`src/design/gpni_pkg.sv`:
```
// gpni_pkg: shared types, codes and coordinate helpers for grid_point_nearest_index
// no dependencies; imported by every module of the block
package gpni_pkg;

    localparam int ID_COUNT   = 256;
    localparam int COORD_BITS = 16;
    localparam int ID_W       = $clog2(ID_COUNT);
    localparam int IO_ID_W    = 8;
    localparam int IO_COORD_W = 16;

    typedef logic signed [COORD_BITS-1:0] t_coord;
    typedef logic [ID_W-1:0]              t_idx;

    typedef struct packed {
        logic   present;
        t_coord x;
        t_coord y;
    } t_entry;

    typedef struct packed {
        logic   en;
        t_idx   idx;
        t_entry data;
    } t_wr_cmd;

    typedef enum logic [2:0] {
        OP_ADD      = 3'd0,
        OP_REMOVE   = 3'd1,
        OP_POSITION = 3'd2,
        OP_AT       = 3'd3,
        OP_NEAREST  = 3'd4
    } t_opcode;

    typedef enum logic [2:0] {
        ST_OK        = 3'd0,
        ST_EXISTS    = 3'd1,
        ST_OCCUPIED  = 3'd2,
        ST_NOT_FOUND = 3'd3,
        ST_NONE      = 3'd4
    } t_status;

    typedef enum logic [1:0] {
        DIR_NORTH = 2'd0,
        DIR_SOUTH = 2'd1,
        DIR_EAST  = 2'd2,
        DIR_WEST  = 2'd3
    } t_dir;

    function automatic t_coord to_coord(input logic [IO_COORD_W-1:0] raw);
        return COORD_BITS'($signed(raw));
    endfunction

    function automatic logic [IO_COORD_W-1:0] from_coord(input t_coord c);
        return IO_COORD_W'(c);
    endfunction

endpackage

```
`src/design/gpni_cell.sv`:
```
// gpni_cell: one storage cell of the rotating point ring (present flag and coordinates)
// depends on gpni_pkg
module gpni_cell (
    input  logic             i_clk,
    input  logic             i_rst_n,
    input  logic             i_shift,
    input  logic             i_wr,
    input  gpni_pkg::t_entry i_wr_data,
    input  gpni_pkg::t_entry i_next,
    output gpni_pkg::t_entry o_entry
);
    import gpni_pkg::*;

    logic   r_present;
    t_coord r_x;
    t_coord r_y;

    always_ff @(posedge i_clk) begin
        if (!i_rst_n) begin
            r_present <= 1'b0;
        end else if (i_wr) begin
            r_present <= i_wr_data.present;
        end else if (i_shift) begin
            r_present <= i_next.present;
        end
    end

    always_ff @(posedge i_clk) begin
        if (i_wr) begin
            r_x <= i_wr_data.x;
            r_y <= i_wr_data.y;
        end else if (i_shift) begin
            r_x <= i_next.x;
            r_y <= i_next.y;
        end
    end

    assign o_entry = '{present: r_present, x: r_x, y: r_y};

endmodule

```
`config.mk`:
```
export PLATFORM = sky130hd
export DESIGN_NAME = gpni_cell
export DESIGN_NICKNAME = d
export VERILOG_FILES = /design/src/design/gpni_pkg.sv /design/src/design/gpni_cell.sv
export SDC_FILE = /design/constraint.sdc
export NUM_CORES = 1
export LEC_CHECK = 0
export ABC_AREA = 1
export CAP_MARGIN = 0
export CORE_ASPECT_RATIO = 0.5
export CORE_MARGIN = 1
export CORE_UTILIZATION = 41
export CTS_BUF_LIST = sky130_fd_sc_hd__clkbuf_2 sky130_fd_sc_hd__clkbuf_4 sky130_fd_sc_hd__clkbuf_8
export DETAILED_ROUTE_END_ITERATION = 10
export DONT_BUFFER_PORTS = 1
export SLEW_MARGIN = 40
export SYNTH_ARGS = -nofsm -noshare
export SYNTH_HDL_FRONTEND = slang
export SYNTH_SLANG_ARGS = --single-unit
```
`constraint.sdc`:
```
create_clock -name i_clk -period 1.2 [get_ports i_clk]
set_clock_uncertainty 0.05 [all_clocks]
set_input_delay 0.06 -clock i_clk [delete_from_list [all_inputs] [get_ports i_clk]]
set_output_delay 0.06 -clock i_clk [all_outputs]
set_load 0.01 [all_outputs]
```
==> flow_summary.toml <==
[route]
drtIter0Drc = 78
antenna_left = 0
avgRoutedWirePerCell_um = 14.51
vias = 1251
drtPass1Iterations = 4
drt-total-wl_mm = 3.845
vias_per_cell = 4.721
drc = 0

[worst_setup_path]
critPathArrivalTime_ns = 1.05
cp.required_ns = 1.37
path_cells = "inv_8 > nand3_2 > dlygate4sd3_1 > nand3_1 > nand2_1 > inv_1"
worst_r2r_path_depth = 4
slowest_delay_ns = 0.56
cp_max_fo = 33
setup.worst_path.end_class = "flop"
start_kind = "input pin"
cp_slowest_cell = "dlygate4sd3_1"
critPathKind = "in2reg"

[grt]
antenna_found_initial = 0
track_usage_pct = 19.19
use_met1_pct = 18.47
grt_use_met3_pct = 8.775
grtUsageMet2_pct = 37.38
first_global_vias = 1232
grt_max_degree = 34
grt_first_pass_wirelength_mm = 5.430
grt-busiest-layer = "met2"
overflow = 0

[outcome]
status = "finished, final reports clean"

[synthesis]
syn_inst = 146
synth_seq_cells = 33
yosys_warnings = 0
synth_area_um2 = 1530
synth_fp_nets = 216
avgSynthCellArea_um2 = 10.48
synth_seq_area_share_pct = 64.10
ys_types = 13

[min_path]
hold_path_class = "in2reg"
hold_path_depth = 3

[pwr]
p_clk_share_pct = 28.1
pwr-share-comb_pct = 13.1
p_int_mw = 1.999
swShare_pct = 23.41
irDropWorstVdd_mv = 0.5609
powerDensity_nw_per_um2 = 1150
p_leak_nw = 0.9696
power_mw = 2.609
p_switching_mw = 0.6108
pwr-share-seq_pct = 58.8

[clock_tree]
cts_setup_buffers = 0
cts_max_path_buffers = 2
cts_max_level = 2
cts.sinks = 33
clockRootBuffer = "clkbuf_8"
clock_latency_ns = 0.27
cts_tree = "done"
cts_buffers = 5
clkTransAtPathRegs_ns = 0.06

[timing]
tightest_slew_ns = 0.7044
maxSlewHeadroom_pct = 53.04
fmax_mhz = 1137
setup_violations = 0
tns_ns = 0
period_share_pct = 73.26
maxSlewViolCount = 0
rsz0062_at_grt = "no"
fin_crit_ns = 0.8791
hold_viol_final = 0

[placed_design]
io_buffers = 0
gp_congestion = 0.5752

[floorplanning]
rows = 15
die-height_um = 45.20
io_pins = 103
dieArea_um2 = 3995
core_um2 = 3491
dieWidth_um = 88.40
initial_utilization_pct = 43.84

[finish]
final_util_pct = 65.02
synthToLayoutAreaGrowth_pct = 48.32
drive_gt1_share_pct = 10.75
mostFrequentLayoutCells = "nand2_1 (87), dlygate4sd3_1 (68), edfxtp_1 (32)"
fin_nets = 285
num_antenna_cells = 0
final_common_cell = "nand2_1"

[flow_run]
maxCapViolCount = 0
## layer usage
metal  part of all wire, %  vias to the layer above
li1                      -                      597
met1                    37                      582
met2                    53                       68
met3                   9.3                        4
met4                  0.73                        0
met5                     0                        -
## what timing repair did
action	in CTS	in global routing
hold buffers	69	0
resized for setup	0	1
endpoints found under the hold margin	33	0
setup endpoints to repair	0	16
## synth_stat cells
master,number,area (um2)
inv_1,2,7.510
edfxtp_1,32,960.9
clkbuf_8,3,41.29
nand2_2,12,75.07
nand2_1,87,326.6
dfxtp_1,1,20.02
inv_8,1,11.26
buf_4,1,7.510
buf_6,3,33.78
buf_12,1,20.02
nand3_1,1,5.000
nand3_2,1,10.01
nor2_4,1,11.26
## final cells by class
type	count	area [um2]
clock inverters	1	5.005
fillers	268	1221
flip-flops and latches	33	980.9
repair buffers	70	700.7
well taps	51	63.81
multi-input cells	102	427.9
inverters	3	22.52
clock buffers	5	68.82
## kinds of logic (layout without fill, tap and decap cells)
| group | after synthesis | after routing | synth area share [%] |
|---|---|---|---|
| flops | 33 | 33 | 64.10 |
| simple gates | 102 | 102 | 27.96 |
| buf+inv | 11 | 79 | 7.932 |
## per-stage QoR
step / area [um2] / instances / hold WS (ns) / setup WS [ns]
finish: 2270 / 265 / 0.09395 / 0.3209
global route: 2270 / 265 / 0.08736 / 0.2873
CTS: 2267 / 265 / 0.07018 / 0.01448
detailed placement: 1503 / 190 / 0.1157 / 0.2849
global placement: 1503 / 190 / 0.1108 / 0.2945
floorplan: 1534 / 146 / 0.1076 / 0.003516
## flip-flops by register name, summed over array words and instances (netlist names)
signal	cells
r_present	1
r_x	16
r_y	16
## worst max-delay path, delay by kind of cell
family / cells / cell delay [ns]
buffers and inverters: 3 / 0.76
AND/OR/NAND/NOR: 3 / 0.21
## path summary, 6_finish.rpt
check	startpoint	endpoint	slack, ns
setup / recovery	i_wr	r_present$_SDFFE_PN0P_	0.32
hold reg to reg	r_present$_SDFFE_PN0P_	r_present$_SDFFE_PN0P_	0.56
setup reg to reg	r_present$_SDFFE_PN0P_	r_present$_SDFFE_PN0P_	0.48
hold / removal	i_wr	r_y[2]$_DFFE_PP_	0.09
## power by group through the flow
stage / clock, mW / combinational [mW] / sequential (mW)
after floorplan: 0 / 0.166 / 1.54
after global placement: 0 / 0.139 / 1.56
after detailed placement: 0 / 0.147 / 1.56
after CTS: 0.770 / 0.333 / 1.54
after global routing: 0.798 / 0.376 / 1.55
final: 0.733 / 0.342 / 1.53
Note: power is estimated with default switching activity, not from simulation.
